## src/sv/dsf_pkg.sv

```systemverilog
`timescale 1ns / 1ps
// ----------------------------------------------------------------------------
// Damped spring force package
// Widths, payload structs and the per-cell state carried along the chains.
// ----------------------------------------------------------------------------
package dsf_pkg;

  localparam int DW       = 32;            // data width of positions and forces
  localparam int FB       = 16;            // fraction bits
  localparam int CW       = 31;            // configuration register width
  localparam int DIFF_W   = DW + 1;        // exact difference of two inputs
  localparam int SQ_W     = 2 * DIFF_W;    // squared length and dot product
  localparam int LEN_W    = DIFF_W;        // spring length
  localparam int SQ_REM_W = LEN_W + 2;     // square root partial remainder
  localparam int PROJ_W   = LEN_W + 2;     // velocity projection
  localparam int SPR_W    = CW + LEN_W;    // stiffness term
  localparam int DMP_W    = CW + PROJ_W;   // damping term
  localparam int M_W      = DMP_W + 1;     // force magnitude
  localparam int M_LO_W   = 34;            // low slice of the magnitude product
  localparam int NUM_W    = M_W + DIFF_W;  // component numerator
  localparam int QF_HI    = M_W + 1;       // quotient bits before the shift
  localparam int QF_W     = QF_HI - FB;    // quotient bits that are kept

  localparam int SQ_CELLS = LEN_W;
  localparam int PJ_CELLS = PROJ_W;
  localparam int FC_CELLS = QF_W;

  localparam logic [1:0] REG_REST_LENGTH = 2'd0;
  localparam logic [1:0] REG_STIFFNESS   = 2'd1;
  localparam logic [1:0] REG_DAMPING     = 2'd2;

  typedef struct packed {
    logic signed [DW-1:0] pos_a_x;
    logic signed [DW-1:0] pos_a_y;
    logic signed [DW-1:0] pos_a_z;
    logic signed [DW-1:0] pos_b_x;
    logic signed [DW-1:0] pos_b_y;
    logic signed [DW-1:0] pos_b_z;
    logic signed [DW-1:0] vel_a_x;
    logic signed [DW-1:0] vel_a_y;
    logic signed [DW-1:0] vel_a_z;
    logic signed [DW-1:0] vel_b_x;
    logic signed [DW-1:0] vel_b_y;
    logic signed [DW-1:0] vel_b_z;
  } dsf_in_t;

  typedef struct packed {
    logic signed [DW-1:0] force_a_x;
    logic signed [DW-1:0] force_a_y;
    logic signed [DW-1:0] force_a_z;
    logic signed [DW-1:0] force_b_x;
    logic signed [DW-1:0] force_b_y;
    logic signed [DW-1:0] force_b_z;
    logic                 zero_length;
    logic                 saturated;
  } dsf_out_t;

  typedef struct packed {
    logic [2:0][DIFF_W-1:0] dmag;
    logic [2:0]             dneg;
    logic                   zero;
    logic                   dot_neg;
    logic [SQ_W-1:0]        dotm;
  } dsf_geo_t;

  typedef struct packed {
    logic                valid;
    logic [SQ_W-1:0]     rad;
    logic [SQ_REM_W-1:0] rem;
    logic [LEN_W-1:0]    root;
    dsf_geo_t            geo;
  } dsf_sq_t;

  typedef struct packed {
    logic              valid;
    logic [SQ_W-1:0]   num;
    logic [LEN_W-1:0]  rem;
    logic [PROJ_W-1:0] q;
    logic [LEN_W-1:0]  len;
    dsf_geo_t          geo;
  } dsf_pj_t;

  typedef struct packed {
    logic                   valid;
    logic [2:0][QF_HI-1:0]  num;
    logic [2:0][LEN_W-1:0]  rem;
    logic [2:0][QF_W-1:0]   q;
    logic [LEN_W-1:0]       len;
    logic [2:0]             neg;
    logic                   zero;
  } dsf_fc_t;

endpackage

```

## src/sv/dsf_proj_cell.sv

```systemverilog
`timescale 1ns / 1ps
// ----------------------------------------------------------------------------
// Damped spring projection cell
// One restoring division step of the dot product by the spring length.
// ----------------------------------------------------------------------------
module dsf_proj_cell (
  input  logic             clk_i,
  input  logic             rst_ni,
  input  logic             en_i,
  input  dsf_pkg::dsf_pj_t cell_i,
  output dsf_pkg::dsf_pj_t cell_o
);
  import dsf_pkg::*;

  dsf_pj_t        cell_d, cell_q;
  logic [LEN_W:0] sh;
  logic           take;

  always_comb begin
    sh   = {cell_i.rem, cell_i.num[SQ_W-1]};
    take = (sh >= {1'b0, cell_i.len});
    cell_d     = cell_i;
    cell_d.num = {cell_i.num[SQ_W-2:0], 1'b0};
    cell_d.rem = take ? LEN_W'(sh - {1'b0, cell_i.len}) : LEN_W'(sh);
    cell_d.q   = {cell_i.q[PROJ_W-2:0], take};
  end

  always_ff @(posedge clk_i or negedge rst_ni) begin
    if (!rst_ni) begin
      cell_q <= '0;
    end else if (en_i) begin
      cell_q <= cell_d;
    end
  end

  assign cell_o = cell_q;

endmodule

```

## config.mk

```make
export PLATFORM = sky130hd
export DESIGN_NAME = dsf_proj_cell
export DESIGN_NICKNAME = d
export VERILOG_FILES = /design/src/sv/dsf_pkg.sv /design/src/sv/dsf_proj_cell.sv
export SDC_FILE = /design/constraint.sdc
export NUM_CORES = 1
export LEC_CHECK = 0
export BUFFER_PORTS_ARGS = -buffer_cell sky130_fd_sc_hd__buf_2
export CAP_MARGIN = 20
export CORE_AREA = 4 4 261 263
export CTS_CLUSTER_SIZE = 14
export DETAILED_ROUTE_END_ITERATION = 12
export DIE_AREA = 0 0 265 267
export PLACE_DENSITY_LB_ADDON = 0.15
export SYNTH_ARGS = -nofsm -noshare
export SYNTH_HDL_FRONTEND = slang
export SYNTH_SLANG_ARGS = --single-unit
```

## constraint.sdc

```tcl
create_clock -name clk_i -period 1.45 [get_ports clk_i]
set_input_delay 0.29 -clock clk_i [delete_from_list [all_inputs] [get_ports clk_i]]
set_output_delay 0.29 -clock clk_i [all_outputs]
set_load 0.02 [all_outputs]
```

==> impl_metrics.ini <==
[floorplan]
dieWidth_um = 265
dieArea_um2 = 70800
initial_core_util_pct = 22.2
rows = 94
die_h_um = 267
design.core.area_um2 = 65600
pin_count = 679

[worst_setup_path]
r2r_slack_ns = 0.45
path_class = in -> reg
r2r_cells = 3
endpoint = cell_o[266]
startpoint_type = primary input
cp-end-kind = flop
critical_path_arrival_ns = 2.65
reg2reg_to = cell_o[321]
cp.required_ns = 1.88
startpoint = cell_i[336]
r2r_start = cell_o[321]
crit_fanout = 4

[cts]
clk_pin_slew_ns = 0.06
insertion_delay_ns = 0.55
cts_tree = yes
ctsHtreeMaxLevel = 2
max-clock-path-buffers = 3
cts_made_buffers = 42
numClockSinks = 337
cts-root-buf = clkbuf_16

[timing]
period_minus_slack_ns = 2.22
setup_slack_ns = -0.771
fin_crit_sh_pct = 153
drv_slew = 0
rsz0062_at_grt = true
max-slew-margin-rel_pct = 60.1
setup-tns-final_ns = -23.75
max_freq_mhz = 450
setup_violations = 34
tightestPinTransition_ns = 0.599
timing.final.hold_violations = 0
finClkSkew_ns = 0

[route]
drtPass1Iterations = 4
wl_um = 57500
drc_errors = 0
num_vias = 13000
vias_per_cell = 4.14
ant_nets = 0
avgRoutedWirePerCell_um = 18.4
drtIter0Drc = 396

[placement]
hpwl_um = 43900
place.gp.congestion = 0.784
port_buffers = 676
placed_area_um2 = 20200

[run_status]
violations = setup timing
status = finished with violations

[final_layout]
fill_cells = 6333
final_area_um2 = 26500
area_delta_synth_final_pct = 81.7
drive_above_1_share_pct = 57.7
layout.nets = 2610
regArea_um2 = 8440
largest_register_ffs = 337
multiInputGateArea_um2 = 6140
final_core_util_pct = 40.3

[global_route]
grt_start_max_net_pins = 64
grt_overflow = 0
grt_usage_pct = 15.6
grt_pass1_vias = 14600
grt_first_pass_wirelength_um = 86900
antenna_found_initial = 3

[synth]
synth-xor-area-share_pct = 1.80
ys_types = 56
synth_edf_count = 0
synthAdderAreaFrac_pct = 2.97
yosysWarnings = 0
avgSynthCellArea_um2 = 13.5
syn-num-nets = 1452
synthMuxAreaShare_pct = 24.5
synth_compound_area_share_pct = 6.29
ys_ff_latch = 337
synth_top_family_by_area = multiplexers
seq_area_frac_synth_pct = 57.9
synth_cells = 1077
synth_area_um2 = 14600
yosys.area_share.simple_pct = 3.77
synthArstFlopShare_pct = 100
synth_ff_type = dfrtp_1

[power]
power_density_nw_per_um2 = 1120
peakVddDrop_uv = 847
leakage_nw = 12.4

[min_path]
hp-class = in -> reg

[job]
cap_viol_max_count = 0
[synthesized netlist by cell type, types with 2 or more instances]
library cell	count	area, um2
o2111ai_1	2	17.5
buf_2	2	10.0
nor2b_1	4	25.0
o21a_1	5	37.5
buf_4	2	15.0
ha_1	33	413
a31oi_1	4	25.0
a21o_1	16	120
mux2i_1	13	130
o21ai_0	10	50.1
inv_1	39	146
a21boi_0	3	22.5
mux2_2	303	3410
xnor2_1	14	123
o21ai_2	2	17.5
nor3_1	2	10.0
a211o_1	3	26.3
and4_1	2	17.5
dfrtp_1	337	8430
o21bai_1	5	37.5
a21oi_1	77	385
nand4_1	9	56.3
nand3b_1	2	15.0
clkbuf_1	42	158
o31ai_1	2	15.0
nand2b_1	5	31.3
mux2_4	2	30.0
buf_6	4	45.0
nand2_1	22	82.6
buf_1	2	7.51
nand3_1	4	20.0
and3_1	3	18.8
a31o_2	2	17.5
and2_1	3	18.8
o221ai_1	2	17.5
xor2_1	16	140
nor2_1	60	225
[metal layers]
metal  vias up  wire length, um  track usage [%]  share of wire (%)
li1       6123                -                -                  -
met5         -               20                0              0.035
met2       404            31000             29.0                 54
met1      6351            21300             17.5                 37
met3        84             3610             3.93                6.3
met4         2             1600             4.84                2.8
[where the power goes]
group          internal [mW]  switching, mW  leakage (nW)
registers               10.4          0.666          3.92
logic                   4.20           3.93          7.79
clock network           6.09           4.19         0.662
[metrics by stage]
step / power, mW / hold WS, ns / instances / setup slack (ns)
finish: 29.5 / 0.0526 / 3129 / -0.771
global placement: 17.5 / 0.285 / 2727 / -1.43
floorplan: 14.5 / -0.00559 / 1077 / -1.08
detailed placement: 17.6 / 0.292 / 2727 / -1.54
global route: 31.0 / 0.0354 / 3128 / -0.800
CTS: 29.6 / 0.00107 / 3118 / -0.713
[area by class of cell]
type,instances,area share [%]
multi-input combinational,648,23.2
clock buffer,64,4.70
antenna,2,0.0189
sequential,337,31.9
tap,864,4.08
clock inverter,8,0.411
inverter,39,0.600
timing repair buffer,1167,35.1
[kinds of logic (layout without fill, tap and decap cells)]
group | count (synthesis) | after routing
other cells | 1 | 3
compound gates | 145 | 145
mux | 318 | 318
simple gates | 120 | 120
flops | 337 | 337
fa+ha+maj | 34 | 34
xor+xnor | 30 | 30
buf+inv | 92 | 1278
[how the worst min path moves through the flow]
stage,startpoint,end,slack (ns),depth (start not counted)
after floorplan,rst_ni,cell_o[0],-0.006,0
after global placement,rst_ni,cell_o[238],0.29,1
after detailed placement,rst_ni,cell_o[238],0.29,1
after CTS,cell_i[269],cell_o[270],0.001,3
after global routing,cell_i[264],cell_o[265],0.04,3
final,cell_i[201],cell_o[201],0.05,2
[critical path, cell delays in order]
cell and delay (ns):
buf_12 0.11, inv_12 0.04, ha_4 0.12, inv_2 0.03, fa_2 0.35, a21o_1 0.20
a311oi_2 0.23, o21a_1 0.21, a31oi_4 0.14, buf_4 0.16, buf_4 0.13, a211oi_4 0.19
xor2_1 0.16, nor2_1 0.06, a21oi_1 0.14, a21oi_1 0.08
[layout by cell type, fill, tap and decap left out, types with 14 or more instances in the layout]
master and instances:
buf_4 194, nand2_1 20, xnor2_1 14, buf_12 20
dfrtp_1 335, mux2_2 303, a21oi_1 57, buf_2 475
buf_6 173, inv_1 36, clkbuf_16 43, xor2_1 16
dlygate4sd3_1 300, ha_1 22, a21oi_2 18, nor2_1 48
a21o_1 16
[what timing repair did]
action / in CTS / in global routing
resized for setup: 291 / 180
gates cloned: 4 / 1
endpoints found under the hold margin: 335 / 0
setup buffers: 15 / 11
hold buffers: 300 / 0
pin swaps: 20 / 26
setup endpoints to repair: 170 / 136
(Power assumes the default switching activity.)
