===== config.mk =====
export PLATFORM = sky130hd
export DESIGN_NAME = dsf_force_cell
export DESIGN_NICKNAME = d
export VERILOG_FILES = /design/src/sv/dsf_pkg.sv /design/src/sv/dsf_force_cell.sv
export SDC_FILE = /design/constraint.sdc
export NUM_CORES = 1
export LEC_CHECK = 0
export BUFFER_PORTS_ARGS = -buffer_cell sky130_fd_sc_hd__buf_2
export CORE_AREA = 2 2 389 391
export CTS_CLUSTER_DIAMETER = 30
export CTS_CLUSTER_SIZE = 28
export DETAILED_ROUTE_END_ITERATION = 12
export DIE_AREA = 0 0 391 393
export SYNTH_ARGS = -nofsm -noshare
export SYNTH_HDL_FRONTEND = slang
export SYNTH_SLANG_ARGS = --single-unit

===== constraint.sdc =====
create_clock -name clk_i -period 1.1 [get_ports clk_i]
set_clock_uncertainty 0.15 [all_clocks]
set_input_delay 0.11 -clock clk_i [delete_from_list [all_inputs] [get_ports clk_i]]
set_output_delay 0.11 -clock clk_i [all_outputs]
set_load 0.03 [all_outputs]

===== src/sv/dsf_pkg.sv =====
`timescale 1ns / 1ps
// ----------------------------------------------------------------------------
// Damped spring force package
// Widths, payload structs and the per-cell state carried along the chains.
// ----------------------------------------------------------------------------
package dsf_pkg;

  localparam int DW       = 32;            // data width of positions and forces
  localparam int FB       = 16;            // fraction bits
  localparam int CW       = 31;            // configuration register width
  localparam int DIFF_W   = DW + 1;        // exact difference of two inputs
  localparam int SQ_W     = 2 * DIFF_W;    // squared length and dot product
  localparam int LEN_W    = DIFF_W;        // spring length
  localparam int SQ_REM_W = LEN_W + 2;     // square root partial remainder
  localparam int PROJ_W   = LEN_W + 2;     // velocity projection
  localparam int SPR_W    = CW + LEN_W;    // stiffness term
  localparam int DMP_W    = CW + PROJ_W;   // damping term
  localparam int M_W      = DMP_W + 1;     // force magnitude
  localparam int M_LO_W   = 34;            // low slice of the magnitude product
  localparam int NUM_W    = M_W + DIFF_W;  // component numerator
  localparam int QF_HI    = M_W + 1;       // quotient bits before the shift
  localparam int QF_W     = QF_HI - FB;    // quotient bits that are kept

  localparam int SQ_CELLS = LEN_W;
  localparam int PJ_CELLS = PROJ_W;
  localparam int FC_CELLS = QF_W;

  localparam logic [1:0] REG_REST_LENGTH = 2'd0;
  localparam logic [1:0] REG_STIFFNESS   = 2'd1;
  localparam logic [1:0] REG_DAMPING     = 2'd2;

  typedef struct packed {
    logic signed [DW-1:0] pos_a_x;
    logic signed [DW-1:0] pos_a_y;
    logic signed [DW-1:0] pos_a_z;
    logic signed [DW-1:0] pos_b_x;
    logic signed [DW-1:0] pos_b_y;
    logic signed [DW-1:0] pos_b_z;
    logic signed [DW-1:0] vel_a_x;
    logic signed [DW-1:0] vel_a_y;
    logic signed [DW-1:0] vel_a_z;
    logic signed [DW-1:0] vel_b_x;
    logic signed [DW-1:0] vel_b_y;
    logic signed [DW-1:0] vel_b_z;
  } dsf_in_t;

  typedef struct packed {
    logic signed [DW-1:0] force_a_x;
    logic signed [DW-1:0] force_a_y;
    logic signed [DW-1:0] force_a_z;
    logic signed [DW-1:0] force_b_x;
    logic signed [DW-1:0] force_b_y;
    logic signed [DW-1:0] force_b_z;
    logic                 zero_length;
    logic                 saturated;
  } dsf_out_t;

  typedef struct packed {
    logic [2:0][DIFF_W-1:0] dmag;
    logic [2:0]             dneg;
    logic                   zero;
    logic                   dot_neg;
    logic [SQ_W-1:0]        dotm;
  } dsf_geo_t;

  typedef struct packed {
    logic                valid;
    logic [SQ_W-1:0]     rad;
    logic [SQ_REM_W-1:0] rem;
    logic [LEN_W-1:0]    root;
    dsf_geo_t            geo;
  } dsf_sq_t;

  typedef struct packed {
    logic              valid;
    logic [SQ_W-1:0]   num;
    logic [LEN_W-1:0]  rem;
    logic [PROJ_W-1:0] q;
    logic [LEN_W-1:0]  len;
    dsf_geo_t          geo;
  } dsf_pj_t;

  typedef struct packed {
    logic                   valid;
    logic [2:0][QF_HI-1:0]  num;
    logic [2:0][LEN_W-1:0]  rem;
    logic [2:0][QF_W-1:0]   q;
    logic [LEN_W-1:0]       len;
    logic [2:0]             neg;
    logic                   zero;
  } dsf_fc_t;

endpackage


===== src/sv/dsf_force_cell.sv =====
`timescale 1ns / 1ps
// ----------------------------------------------------------------------------
// Damped spring force cell
// One restoring division step for all three force components at once.
// ----------------------------------------------------------------------------
module dsf_force_cell (
  input  logic             clk_i,
  input  logic             rst_ni,
  input  logic             en_i,
  input  dsf_pkg::dsf_fc_t cell_i,
  output dsf_pkg::dsf_fc_t cell_o
);
  import dsf_pkg::*;

  dsf_fc_t              cell_d, cell_q;
  logic [2:0][LEN_W:0]  sh;
  logic [2:0]           take;

  always_comb begin
    cell_d = cell_i;
    for (int i = 0; i < 3; i++) begin
      sh[i]   = {cell_i.rem[i], cell_i.num[i][QF_HI-1]};
      take[i] = (sh[i] >= {1'b0, cell_i.len});
      cell_d.num[i] = {cell_i.num[i][QF_HI-2:0], 1'b0};
      cell_d.rem[i] = take[i] ? LEN_W'(sh[i] - {1'b0, cell_i.len}) : LEN_W'(sh[i]);
      cell_d.q[i]   = {cell_i.q[i][QF_W-2:0], take[i]};
    end
  end

  always_ff @(posedge clk_i or negedge rst_ni) begin
    if (!rst_ni) begin
      cell_q <= '0;
    end else if (en_i) begin
      cell_q <= cell_d;
    end
  end

  assign cell_o = cell_q;

endmodule


==> results.json <==
{
  "cts_tree": "done",
  "synth-seq-cells": 494,
  "num_vias": 28370,
  "drtPass1Iterations": 5,
  "stdcell_count": 6630,
  "p_leak_nw": 26.17,
  "route.detailed.drc": 0,
  "ios": 997,
  "drt_wl_total_mm": 167.7,
  "wire_per_inst_um": 25.30,
  "slowest_delay_ns": 0.64,
  "nets": 5139,
  "finalCritPeriodShare": 2.304,
  "hp-class": "in -> reg",
  "grt_max_degree": 44,
  "core_area_sq_mm": 0.1492,
  "fmaxAchievable_mhz": 394.5,
  "synth_top_flop_cell": "dfrtp_1",
  "power_per_cell_area_mw_per_mm2": 1708,
  "cp_common_cell": "and3_1",
  "layout_common_cells": "dlygate4sd3_1 (781), buf_4 (521), buf_6 (506)",
  "area_growth_pct": 130.8,
  "violations": "negative hold slack, negative setup slack",
  "synth_xor_area_frac": 0.03043,
  "cts_root_buffer": "clkbuf_16",
  "relSlewSlack": 0.3562,
  "drv_cap": 0,
  "outcome": "finished with violations",
  "routabilityCongestion": 0.9209,
  "peakVddDrop_mv": 1.688,
  "synthSimpleGateAreaFrac": 0.07721,
  "path_cells": "buf_2 -> dlygate4sd3_1 -> ha_1 -> buf_4 -> and3_1 -> nand2_1 -> o2111a_2 -> o21ai_4 -> inv_4 -> buf_12 -> and3_1 -> a211o_1",
  "syn_area_sq_mm": 0.02418,
  "synth_mux_area_frac": 0.1919,
  "synth_compound_gate_area_share": 0.1070,
  "dp_slack_ns": -2.517,
  "rows": 142,
  "cp.arrival_ns": 3.00,
  "dp.final_hpwl_mm": 117.8,
  "drt_iter0_markers": 1397,
  "p_clk_frac": 0.468,
  "vias_per_cell": 4.279,
  "critPathRequiredTime_ns": 1.56,
  "holdWs_ns": -0.4865,
  "initial_core_util": 0.1620,
  "antenna_found_initial": 65,
  "cts_sinks": 494,
  "synth_fa_ha_area_frac": 0.05371,
  "crit_type": "in -> reg",
  "grt_usage": 0.2058,
  "die_x_um": 391,
  "grt_pass1_wl_mm": 225.1,
  "layout_min_cycle_time_ns": 2.535,
  "io_buffers": 990,
  "crit_path_top_delay_cell": "dlygate4sd3_1",
  "synth.avg_cell_area_sq_um": 11.45,
  "synthDistinctLibCells": 66,
  "numCtsBuffers": 142,
  "layout_commonest_cell": "dlygate4sd3_1",
  "ant_nets": 0,
  "endpoint_kind": "register",
  "dp.cells": 5379,
  "finalSetupViolCount": 1356,
  "async_flop_share": 1.000,
  "layout-drive-gt1-share": 0.5408,
  "seq_power_share": 0.237,
  "worstPathMaxFanout": 6,
  "hold_viol": 35,
  "slew_violations": 0,
  "grt.overflow.total": 0,
  "sw_frac_of_total": 0.3227,
  "largest_register_ffs": 494,
  "p_comb_frac": 0.295,
  "seq_area_frac_synth": 0.5113,
  "intPower_w": 0.06456,
  "synth_top_family_by_area": "multiplexers",
  "htreeDepth": 4,
  "cp-start-kind": "primary input",
  "rsz0062_at_grt": "yes",
  "clk_pin_slew_ns": 0.04,
  "ys.warnings.count": 0,
  "die_h_um": 393,
  "first_global_vias": 30190,
  "syn_inst": 2112,
  "fin_ws_ns": -1.435,
  "worst_pin_slew_ns": 0.9625,
  "clk_path_buf_depth": 3,
  "synth_edf_count": 0,
  "die_area_sq_mm": 0.1537,
  "power_switching_w": 0.03076,
  "post-route-util": 0.3740,
  "clk_latency_ns": 0.72
}
## worst paths after layout
check / start / endpoint / slack (ns) / cells after the start
worst max-delay path: cell_i[211] / cell_o[222] / -1.43 / 12
worst min-delay path: cell_i[290] / cell_o[291] / -0.49 / 3
worst max register to register: cell_o[440] / cell_o[440] / -0.04 / 2
worst min register to register: cell_o[87] / cell_o[87] / 0.38 / 1
max in group asynchronous: rst_ni / cell_o[105] / -0.75 / 5
min in group asynchronous: rst_ni / cell_o[237] / 0.50 / 3
## cell families (layout without fill, tap and decap cells)
family / count (synthesis) / count (layout)
adders and majority gates: 102 / 102
buffers and inverters: 172 / 2709
muxes: 414 / 414
xor gates and xnor gates: 84 / 84
AOI/OAI and AO/OA: 419 / 420
and+or+nand+nor: 426 / 426
other: 1 / 37
DFF: 494 / 494
## Yosys cell counts, drive strengths merged, types with 50 or more instances
cell type / n / area share
a21o: 54 / 0.017
a21oi: 162 / 0.034
a31oi: 55 / 0.014
clkbuf: 88 / 0.014
dfrtp: 494 / 0.51
ha: 99 / 0.051
inv: 64 / 0.0099
mux2: 397 / 0.18
nand2: 159 / 0.025
nor2: 148 / 0.023
o21ai: 69 / 0.014
xnor2: 50 / 0.018
## per-layer routing
metal / vias to the layer above / global-route usage / wire length (um)
met4: 50 / 0.1428 / 13620
met3: 533 / 0.06837 / 15040
li1: 12457 / - / -
met5: - / 0 / 319
met2: 1342 / 0.3318 / 76740
met1: 13988 / 0.2295 / 62000
## final cells by class
class,instances,area (sq um)
clock buffer,178,3951
sequential,494,12380
multi-input combinational,1449,13640
fill,13838,93430
antenna,34,85.08
clock inverter,81,1255
tap,1944,2432
timing repair buffer,2386,21780
inverter,64,296.5
## through the flow
stage          total power (W)  area [sq um]  setup TNS [ns]
2_1_floorplan          0.03279         26280         -201.26
3_3_place_gp           0.04190         36300         -354.98
3_5_place_dp           0.04198         36300         -362.63
4_1_cts                0.09367         54010         -687.54
5_1_grt                0.09840         55770         -744.81
6_report               0.09532         55820         -683.48
## worst max-delay path: cells and delay by family
kind	cells	cell delay, ns
adder cells (fa/ha/maj)	1	0.33
AND/OR/NAND/NOR	3	0.45
buffers and inverters	5	1.18
AO/OA/AOI/OAI	3	0.92
## power groups by stage
stage	logic [W]	clock network, W	registers, W
4_1_cts	0.0263	0.0450	0.0223
3_3_place_gp	0.0199	0	0.0220
2_1_floorplan	0.00670	0	0.0261
5_1_grt	0.0293	0.0464	0.0227
3_5_place_dp	0.0199	0	0.0220
6_report	0.0281	0.0446	0.0226
## repair_timing
| action | 4_1_cts | 5_1_grt |
|---|---|---|
| cloned | 7 | 10 |
| resized for setup | 1132 | 266 |
| hold buffers | 758 | 35 |
| buffers inserted | 144 | 19 |
| setup endpoints to repair | 596 | 1197 |
| pin swaps | 56 | 119 |
| hold endpoints to repair | 988 | 109 |
Power figures use the tool's default switching activity.
