<file path="src/sv/dsf_pkg.sv">
`timescale 1ns / 1ps
// ----------------------------------------------------------------------------
// Damped spring force package
// Widths, payload structs and the per-cell state carried along the chains.
// ----------------------------------------------------------------------------
package dsf_pkg;

  localparam int DW       = 32;            // data width of positions and forces
  localparam int FB       = 16;            // fraction bits
  localparam int CW       = 31;            // configuration register width
  localparam int DIFF_W   = DW + 1;        // exact difference of two inputs
  localparam int SQ_W     = 2 * DIFF_W;    // squared length and dot product
  localparam int LEN_W    = DIFF_W;        // spring length
  localparam int SQ_REM_W = LEN_W + 2;     // square root partial remainder
  localparam int PROJ_W   = LEN_W + 2;     // velocity projection
  localparam int SPR_W    = CW + LEN_W;    // stiffness term
  localparam int DMP_W    = CW + PROJ_W;   // damping term
  localparam int M_W      = DMP_W + 1;     // force magnitude
  localparam int M_LO_W   = 34;            // low slice of the magnitude product
  localparam int NUM_W    = M_W + DIFF_W;  // component numerator
  localparam int QF_HI    = M_W + 1;       // quotient bits before the shift
  localparam int QF_W     = QF_HI - FB;    // quotient bits that are kept

  localparam int SQ_CELLS = LEN_W;
  localparam int PJ_CELLS = PROJ_W;
  localparam int FC_CELLS = QF_W;

  localparam logic [1:0] REG_REST_LENGTH = 2'd0;
  localparam logic [1:0] REG_STIFFNESS   = 2'd1;
  localparam logic [1:0] REG_DAMPING     = 2'd2;

  typedef struct packed {
    logic signed [DW-1:0] pos_a_x;
    logic signed [DW-1:0] pos_a_y;
    logic signed [DW-1:0] pos_a_z;
    logic signed [DW-1:0] pos_b_x;
    logic signed [DW-1:0] pos_b_y;
    logic signed [DW-1:0] pos_b_z;
    logic signed [DW-1:0] vel_a_x;
    logic signed [DW-1:0] vel_a_y;
    logic signed [DW-1:0] vel_a_z;
    logic signed [DW-1:0] vel_b_x;
    logic signed [DW-1:0] vel_b_y;
    logic signed [DW-1:0] vel_b_z;
  } dsf_in_t;

  typedef struct packed {
    logic signed [DW-1:0] force_a_x;
    logic signed [DW-1:0] force_a_y;
    logic signed [DW-1:0] force_a_z;
    logic signed [DW-1:0] force_b_x;
    logic signed [DW-1:0] force_b_y;
    logic signed [DW-1:0] force_b_z;
    logic                 zero_length;
    logic                 saturated;
  } dsf_out_t;

  typedef struct packed {
    logic [2:0][DIFF_W-1:0] dmag;
    logic [2:0]             dneg;
    logic                   zero;
    logic                   dot_neg;
    logic [SQ_W-1:0]        dotm;
  } dsf_geo_t;

  typedef struct packed {
    logic                valid;
    logic [SQ_W-1:0]     rad;
    logic [SQ_REM_W-1:0] rem;
    logic [LEN_W-1:0]    root;
    dsf_geo_t            geo;
  } dsf_sq_t;

  typedef struct packed {
    logic              valid;
    logic [SQ_W-1:0]   num;
    logic [LEN_W-1:0]  rem;
    logic [PROJ_W-1:0] q;
    logic [LEN_W-1:0]  len;
    dsf_geo_t          geo;
  } dsf_pj_t;

  typedef struct packed {
    logic                   valid;
    logic [2:0][QF_HI-1:0]  num;
    logic [2:0][LEN_W-1:0]  rem;
    logic [2:0][QF_W-1:0]   q;
    logic [LEN_W-1:0]       len;
    logic [2:0]             neg;
    logic                   zero;
  } dsf_fc_t;

endpackage

</file>
<file path="src/sv/dsf_sqrt_cell.sv">
`timescale 1ns / 1ps
// ----------------------------------------------------------------------------
// Damped spring square root cell
// Resolves one bit of the integer square root per cell, two radicand bits in.
// ----------------------------------------------------------------------------
module dsf_sqrt_cell (
  input  logic             clk_i,
  input  logic             rst_ni,
  input  logic             en_i,
  input  dsf_pkg::dsf_sq_t cell_i,
  output dsf_pkg::dsf_sq_t cell_o
);
  import dsf_pkg::*;

  dsf_sq_t             cell_d, cell_q;
  logic [SQ_REM_W-1:0] rem_sh, trial;
  logic                take;

  always_comb begin
    rem_sh = {cell_i.rem[SQ_REM_W-3:0], cell_i.rad[SQ_W-1 -: 2]};
    trial  = SQ_REM_W'({cell_i.root[LEN_W-2:0], 2'b01});
    take   = (rem_sh >= trial);
    cell_d       = cell_i;
    cell_d.rad   = {cell_i.rad[SQ_W-3:0], 2'b00};
    cell_d.rem   = take ? (rem_sh - trial) : rem_sh;
    cell_d.root  = {cell_i.root[LEN_W-2:0], take};
  end

  always_ff @(posedge clk_i or negedge rst_ni) begin
    if (!rst_ni) begin
      cell_q <= '0;
    end else if (en_i) begin
      cell_q <= cell_d;
    end
  end

  assign cell_o = cell_q;

endmodule

</file>
<file path="config.mk">
export PLATFORM = sky130hd
export DESIGN_NAME = dsf_sqrt_cell
export DESIGN_NICKNAME = d
export VERILOG_FILES = /design/src/sv/dsf_pkg.sv /design/src/sv/dsf_sqrt_cell.sv
export SDC_FILE = /design/constraint.sdc
export NUM_CORES = 1
export LEC_CHECK = 0
export BUFFER_PORTS_ARGS = -buffer_cell sky130_fd_sc_hd__buf_2
export CAP_MARGIN = 30
export CELL_PAD_IN_SITES_DETAIL_PLACEMENT = 2
export CELL_PAD_IN_SITES_GLOBAL_PLACEMENT = 2
export CORE_AREA = 2 2 241 243
export CTS_BUF_LIST = sky130_fd_sc_hd__clkbuf_4 sky130_fd_sc_hd__clkbuf_8
export CTS_CLUSTER_DIAMETER = 50
export DETAILED_ROUTE_END_ITERATION = 16
export DIE_AREA = 0 0 243 245
export PLACE_DENSITY_LB_ADDON = 0.3
export SKIP_CTS_REPAIR_TIMING = 1
export SLEW_MARGIN = 10
export SYNTH_ARGS = -nofsm -noshare
export SYNTH_HDL_FRONTEND = slang
export SYNTH_SLANG_ARGS = --single-unit
</file>
<file path="constraint.sdc">
create_clock -name clk_i -period 2.74 [get_ports clk_i]
set_clock_uncertainty 0.15 [all_clocks]
set_input_delay 0.411 -clock clk_i [delete_from_list [all_inputs] [get_ports clk_i]]
set_output_delay 0.411 -clock clk_i [all_outputs]
set_load 0.03 [all_outputs]
</file>
==> summary.md, run 1 <==
| Metric | Value |
|---|---|
| Drt drc | `0` |
| WL final | `around 66,000 um` |
| Failing checks | `negative hold slack` |
| Hold_ws | `-0.0251 ns` |
| Top cells by area, synth | `dfrtp_1 (56%), mux2_2 (23%), ha_1 (3.2%)` |
| Placed inst area | `~18,000 um^2` |
| Total gr overflow | `0` |
| WL met3 | `about 3900 um` |
| Setup TNS | `0 ns` |
| Die area | `59,500 um^2` |
| Vias in the first global route | `13,000` |
| Die height | `245 um` |
| Vias per cell | `between 4 and 5` |
| Asr flop ratio synth | `1.00` |
| RD Place Congestion | `approximately 0.87` |
| Clock transition at the registers of the reported paths | `about 0.060 ns` |
| First-pass GRT wire length | `81,100 um` |
| Post-route clock period utilization | `0.939` |
| Ys flop type | `dfrtp_1` |
| Max frequency | `between 0.3 and 0.4 GHz` |
| Synth cell count leaders | `dfrtp_1 (303), mux2_2 (270), a21oi_1 (63), nor2_1 (59), inv_1 (46)` |
| CTS max path bufs | `3` |
| Cell Rows | `88` |
| Minimum clock period | `2.57 ns` |
| CTS tree | `done` |
| Net count, final | `~2,400` |
| Top Layer Used | `met5` |
| Post-Synthesis Mean Instance Area | `13.1 um^2` |
| Total power | `between 0.01 and 0.015 W` |
| DRT met1 WL | `about 24,000 um` |
| Delay of the slowest critical-path stage | `roughly 0.40 ns` |
| Post-synthesis sequential area ratio | `0.564` |
| Critical Path Slowest Stage Cell | `o31ai_4` |
| CP Launch Type | `primary input` |
| Setup violators final | `0` |
| Mapped Area | `about 13,000 um^2` |
| Largest net degree at the start of global routing | `65` |
| CTS root buf | `clkbuf_8` |
| Multi-input logic area | `5480 um^2` |
| Final Cell Area | `~23,000 um^2` |
| Total GRT Usage | `0.179` |
| WL met2 | `~36,000 um` |
| Initial Util | `0.236` |
| Max Cap Viol | `0` |
| Core area | `57,000 um^2` |
| Largest register FFs | `between 300 and 400` |
| Mapped Cells | `1,025` |
| Routed via count | `12,600` |
| VDD IR max | `a little under 400 uV` |
| CTS HTree Levels | `2` |
| CTS Buf Count | `between 50 and 60` |
| Drt first pass iters | `4` |
| Yosys top cell by area | `dfrtp_1` |
| # IOs | `between 600 and 700` |
| LEAKAGE | `around 11 nW` |
| Ratio of cells with drive above 1 in the final layout | `0.538` |
| Seq cells post-synth | `just over 300` |
| Req. time, crit path | `roughly 3.1 ns` |
| Antenna viol nets, final | `0` |
| Sequential Area | `between 7000 and 8000 um^2` |
| Pwr Density | `approximately 640 nW/um^2` |
| Worst Hold Class | `in -> reg` |
| Crit Path Max Fanout | `26` |
| Unique cell type count in the Yosys netlist | `between 60 and 70` |
| Most common cell in the netlist | `dfrtp_1` |
| Rel. slew slack | `0.558` |
| Iter 0 DRT Violations | `411` |
| Worst path arrival time | `~3 ns` |
| Critical Path End Type | `flop` |
| Die W | `roughly 240 um` |
| Slew @ Worst Pin | `around 0.66 ns` |
| Status | `complete, but fails checks` |
| Later-pin clock latency in the skew report | `0.63 ns` |
| CP dominant cell by count | `a21oi_1` |
| Final Hold Viols | `1` |
| Top cell type's share of synthesized area | `0.564` |
| Detailed placement HPWL | `~43,000 um` |
| CTS Sinks | `between 300 and 400` |
| Routed length per placed instance | `22.9 um` |
| Initial antenna violation count | `16` |
| RSZ-0062 raised after global routing | `false` |
| Filler cells | `6,037` |
| Kind of critical path | `in -> reg` |
| Slew Viols, Final | `0` |
| Buffers on Ports | `607` |
| Post-synth EDFFs | `0` |
| Warnings, synthesis | `0` |
| Area growth, synth to finish | `69.2%` |
| Critical-path cell list | `buf_2 -> inv_1 -> ha_1 -> o21a_1 -> o211ai_2 -> a32oi_4 -> a21oi_4 -> o31ai_4 -> a31oi_4 -> buf_12 -> a2111oi_2 -> a21oi_1 -> a21oi_1` |
==> where the power goes <==
group	internal, W	switching, W	total [W]	leakage [nW]
combinational	0.00161	0.00239	0.00400	6.65
clock	0.00306	0.00227	0.00533	0.722
sequential	0.00497	0.000326	0.00530	3.53
==> final cells by class <==
type / count / area share
inverter: 46 / 0.00760
clock buffer: 92 / 0.0524
clock inverter: 15 / 0.00765
timing repair buffer: 1035 / 0.314
multi-input combinational: 627 / 0.241
antenna: 12 / 0.00132
sequential: 303 / 0.334
tap: 765 / 0.0421
==> worst max-delay path, delay by kind of cell <==
| family | cells | cell delay [ns] |
|---|---|---|
| adder cells (fa/ha/maj) | 1 | 0.35 |
| buffers and inverters | 3 | 0.40 |
| AO/OA/AOI/OAI | 9 | 1.80 |
==> stage by stage <==
stage	std cells	worst slack [ns]	hold WS, ns	utilization
global placement	2489	-0.383	0.305	0.324
global route	2895	0.0636	-0.00550	0.398
detailed placement	2489	-0.466	0.303	0.324
floorplan	1026	0.000675	-0.0346	-
CTS	2596	0.216	-0.425	0.348
finish	2895	0.167	-0.0251	0.398
==> routing by layer <==
metal,global-route usage,up-vias
li1,-,5744
met1,0.192,6362
met2,0.320,412
met3,0.0606,122
met4,0.0747,8
met5,0,-
==> worst paths after layout <==
check	from	to	slack [ns]	cells after the start
worst max-delay path	cell_i[170]	cell_o[218]	0.17	13
worst min-delay path	cell_i[221]	cell_o[223]	-0.03	3
worst max register to register	cell_o[225]	cell_o[225]	1.60	3
worst min register to register	cell_o[234]	cell_o[234]	0.35	2
max in group asynchronous	rst_ni	cell_o[124]	1.47	3
min in group asynchronous	rst_ni	cell_o[117]	0.21	2
==> cell usage in the layout, fill, tap and decap left out, types with 21 or more instances in the layout <==
cell type | synthesis | routed
a21oi_1 | 63 | 63
buf_2 | 4 | 605
buf_4 | 3 | 129
clkbuf_8 | 0 | 80
dfrtp_1 | 303 | 303
dlygate4sd3_1 | 0 | 287
ha_1 | 34 | 34
inv_1 | 46 | 46
mux2_2 | 270 | 270
nand2_1 | 21 | 21
nor2_1 | 59 | 59
==> cell families after synthesis <==
kind of cell               share of synthesized area
DFF                                            0.564
muxes                                          0.236
AOI/OAI and AO/OA                             0.0779
and+or+nand+nor                               0.0437
buffers and inverters                         0.0286
adders and majority gates                     0.0317
xor gates and xnor gates                      0.0176
other                                       0.000279
Power figures use the tool's default switching activity.
==> inputs of run 2 (changes only) <==
--- a/config.mk
+++ b/config.mk
@@ -5,15 +5,15 @@
 export SDC_FILE = /design/constraint.sdc
 export NUM_CORES = 1
 export LEC_CHECK = 0
-export BUFFER_PORTS_ARGS = -buffer_cell sky130_fd_sc_hd__buf_2
 export CAP_MARGIN = 30
 export CELL_PAD_IN_SITES_DETAIL_PLACEMENT = 2
 export CELL_PAD_IN_SITES_GLOBAL_PLACEMENT = 2
-export CORE_AREA = 2 2 241 243
+export CORE_AREA = 10 10 233 235
 export CTS_BUF_LIST = sky130_fd_sc_hd__clkbuf_4 sky130_fd_sc_hd__clkbuf_8
 export CTS_CLUSTER_DIAMETER = 50
 export DETAILED_ROUTE_END_ITERATION = 16
 export DIE_AREA = 0 0 243 245
+export DONT_BUFFER_PORTS = 1
 export PLACE_DENSITY_LB_ADDON = 0.3
 export SKIP_CTS_REPAIR_TIMING = 1
 export SLEW_MARGIN = 10
==> constraint.sdc (replaced) <==
create_clock -name clk_i -period 2.74 [get_ports clk_i]
set_clock_uncertainty 0.15 [all_clocks]
set_input_delay 0.274 -clock clk_i [delete_from_list [all_inputs] [get_ports clk_i]]
set_output_delay 0.274 -clock clk_i [all_outputs]
set_load 0.03 [all_outputs]
==> run 2 against run 1 <==
Against the previous run:
- the run now fails in global routing (5_1_grt)
- synthesized cell count stayed put
- area after synthesis unchanged
==> summary.md, run 2 <==
| Metric | Value |
|---|---|
| CTS Sinks | `around 300` |
| Synth cell count leaders | `dfrtp_1 (303), mux2_2 (270), a21oi_1 (63), nor2_1 (59), inv_1 (46)` |
| Most common cell in the netlist | `dfrtp_1` |
| Die height | `about 250 um` |
| Run Error | `[ERROR RSZ-0060] Max buffer count reached.` |
| Unique cell type count in the Yosys netlist | `63` |
| Post-synthesis sequential area ratio | `0.564` |
| Mapped Cells | `just over 1,000` |
| Asr flop ratio synth | `1.00` |
| Die W | `around 240 um` |
| Ys flop type | `dfrtp_1` |
| Post-synth EDFFs | `0` |
| Top cell type's share of synthesized area | `0.564` |
| CTS max path bufs | `3` |
| Mapped Area | `13,400 um^2` |
| RD Place Congestion | `0.818` |
| # IOs | `around 610` |
| Seq cells post-synth | `a little over 300` |
| Stage reached | `global routing (5_1_grt)` |
| Warnings, synthesis | `0` |
| Post-Synthesis Mean Instance Area | `about 13 um^2` |
| Yosys top cell by area | `dfrtp_1` |
| CTS root buf | `clkbuf_8` |
| Largest net degree at the start of global routing | `roughly 340` |
| Buffers on Ports | `0` |
| Placed inst area | `roughly 15,000 um^2` |
| Initial Util | `0.271` |
| CTS Buf Count | `59` |
| Cell Rows | `82` |
| Status | `aborted with a tool error` |
| Detailed placement HPWL | `~38,000 um` |
| CTS HTree Levels | `2` |
| Top cells by area, synth | `dfrtp_1 (56%), mux2_2 (23%), ha_1 (3.2%)` |
==> run 2: cell counts after synthesis <==
Identical to the previous run, type by type.
==> run 2: cells by family after synthesis <==
group,after synthesis,synth area share
compound gates,154,0.0779
xor+xnor,27,0.0176
fa+ha+maj,34,0.0317
buf+inv,96,0.0286
flops,303,0.564
mux,283,0.236
other cells,1,0.000279
simple gates,127,0.0437
==> run 2: stage by stage <==
step                worst slack, ns  setup TNS (ns)  std cells   util
CTS                           0.271               0       1824  0.320
global placement             -0.387           -4.14       1722  0.295
detailed placement           -0.428           -5.40       1722  0.295
floorplan                     0.122               0       1026      -
==> inputs of run 3 (changes only) <==
==> config.mk (replaced) <==
export PLATFORM = sky130hd
export DESIGN_NAME = dsf_sqrt_cell
export DESIGN_NICKNAME = d
export VERILOG_FILES = /design/src/sv/dsf_pkg.sv /design/src/sv/dsf_sqrt_cell.sv
export SDC_FILE = /design/constraint.sdc
export NUM_CORES = 1
export LEC_CHECK = 0
export CAP_MARGIN = 30
export CORE_AREA = 10 10 230 232
export DETAILED_ROUTE_END_ITERATION = 16
export DIE_AREA = 0 0 240 242
export DONT_BUFFER_PORTS = 1
export PLACE_DENSITY_LB_ADDON = 0.15
export SKIP_CTS_REPAIR_TIMING = 1
export SLEW_MARGIN = 10
export SYNTH_ARGS = -nofsm -noshare
export SYNTH_HDL_FRONTEND = slang
export SYNTH_SLANG_ARGS = --single-unit
==> run 3 against run 2 <==
Against the previous run:
- the flow again stops in global routing (5_1_grt)
- synthesized cell count unchanged
- area after synthesis unchanged
==> summary.md, run 3 <==
| Metric | Value |
|---|---|
| Status | `aborted with a tool error` |
| Stage reached | `global routing (5_1_grt)` |
| Run Error | `[ERROR RSZ-0060] Max buffer count reached.` |
| Die W | `around 240 um` |
| Largest net degree at the start of global routing | `about 340` |
| Top cell type's share of synthesized area | `0.564` |
| Synth cell count leaders | `dfrtp_1 (303), mux2_2 (270), a21oi_1 (63), nor2_1 (59), inv_1 (46)` |
| Initial Util | `0.277` |
| # IOs | `613` |
| Cell Rows | `81` |
| Main combinational cell family by area after synthesis | `multiplexers` |
| CTS Buf Count | `36` |
| Ys flop type | `dfrtp_1` |
| Synth Area in Simple Gates | `0.0437` |
| Post-Synth Adder-Cell Area | `0.0317` |
| CTS HTree Levels | `2` |
| RD Place Congestion | `approximately 0.8` |
| XOR/XNOR share of the synthesized area | `0.0176` |
| Buffers on Ports | `0` |
| Most common cell in the netlist | `dfrtp_1` |
| Seq cells post-synth | `roughly 300` |
| Warnings, synthesis | `0` |
| Unique cell type count in the Yosys netlist | `63` |
| Mapped Area | `13,400 um^2` |
| Asr flop ratio synth | `1.00` |
| CTS max path bufs | `3` |
| Multiplexer share of the synthesized area | `0.236` |
| Detailed placement HPWL | `about 35,000 um` |
| Post-synthesis sequential area ratio | `0.564` |
| Placed Cells | `approximately 1,700` |
| CTS Sinks | `just over 300` |
| Post-Synthesis Mean Instance Area | `~13 um^2` |
| Compound-cell area share of the yosys netlist | `0.0779` |
| Top cells by area, synth | `dfrtp_1 (56%), mux2_2 (23%), ha_1 (3.2%)` |
| Die height | `roughly 240 um` |
| Yosys top cell by area | `dfrtp_1` |
| Mapped Cells | `between 1,000 and 1,500` |
| CTS root buf | `clkbuf_16` |
| Post-synth EDFFs | `0` |
==> run 3: cells by family after synthesis <==
kind of cell,Yosys count
adders and majority gates,34
and+or+nand+nor,127
buffers and inverters,96
muxes,283
xor gates and xnor gates,27
DFF,303
AOI/OAI and AO/OA,154
other,1
==> run 3: per-stage QoR <==
step / TNS, ns / area, um^2 / worst slack (ns) / utilization / hold WS (ns)
after global placement: -2.64 / 14500 / -0.240 / 0.300 / -0.160
after floorplan: 0 / 13400 / 0.122 / - / -0.172
after CTS: 0 / 15600 / 0.351 / 0.323 / -0.751
after detailed placement: -3.97 / 14500 / -0.214 / 0.300 / -0.160
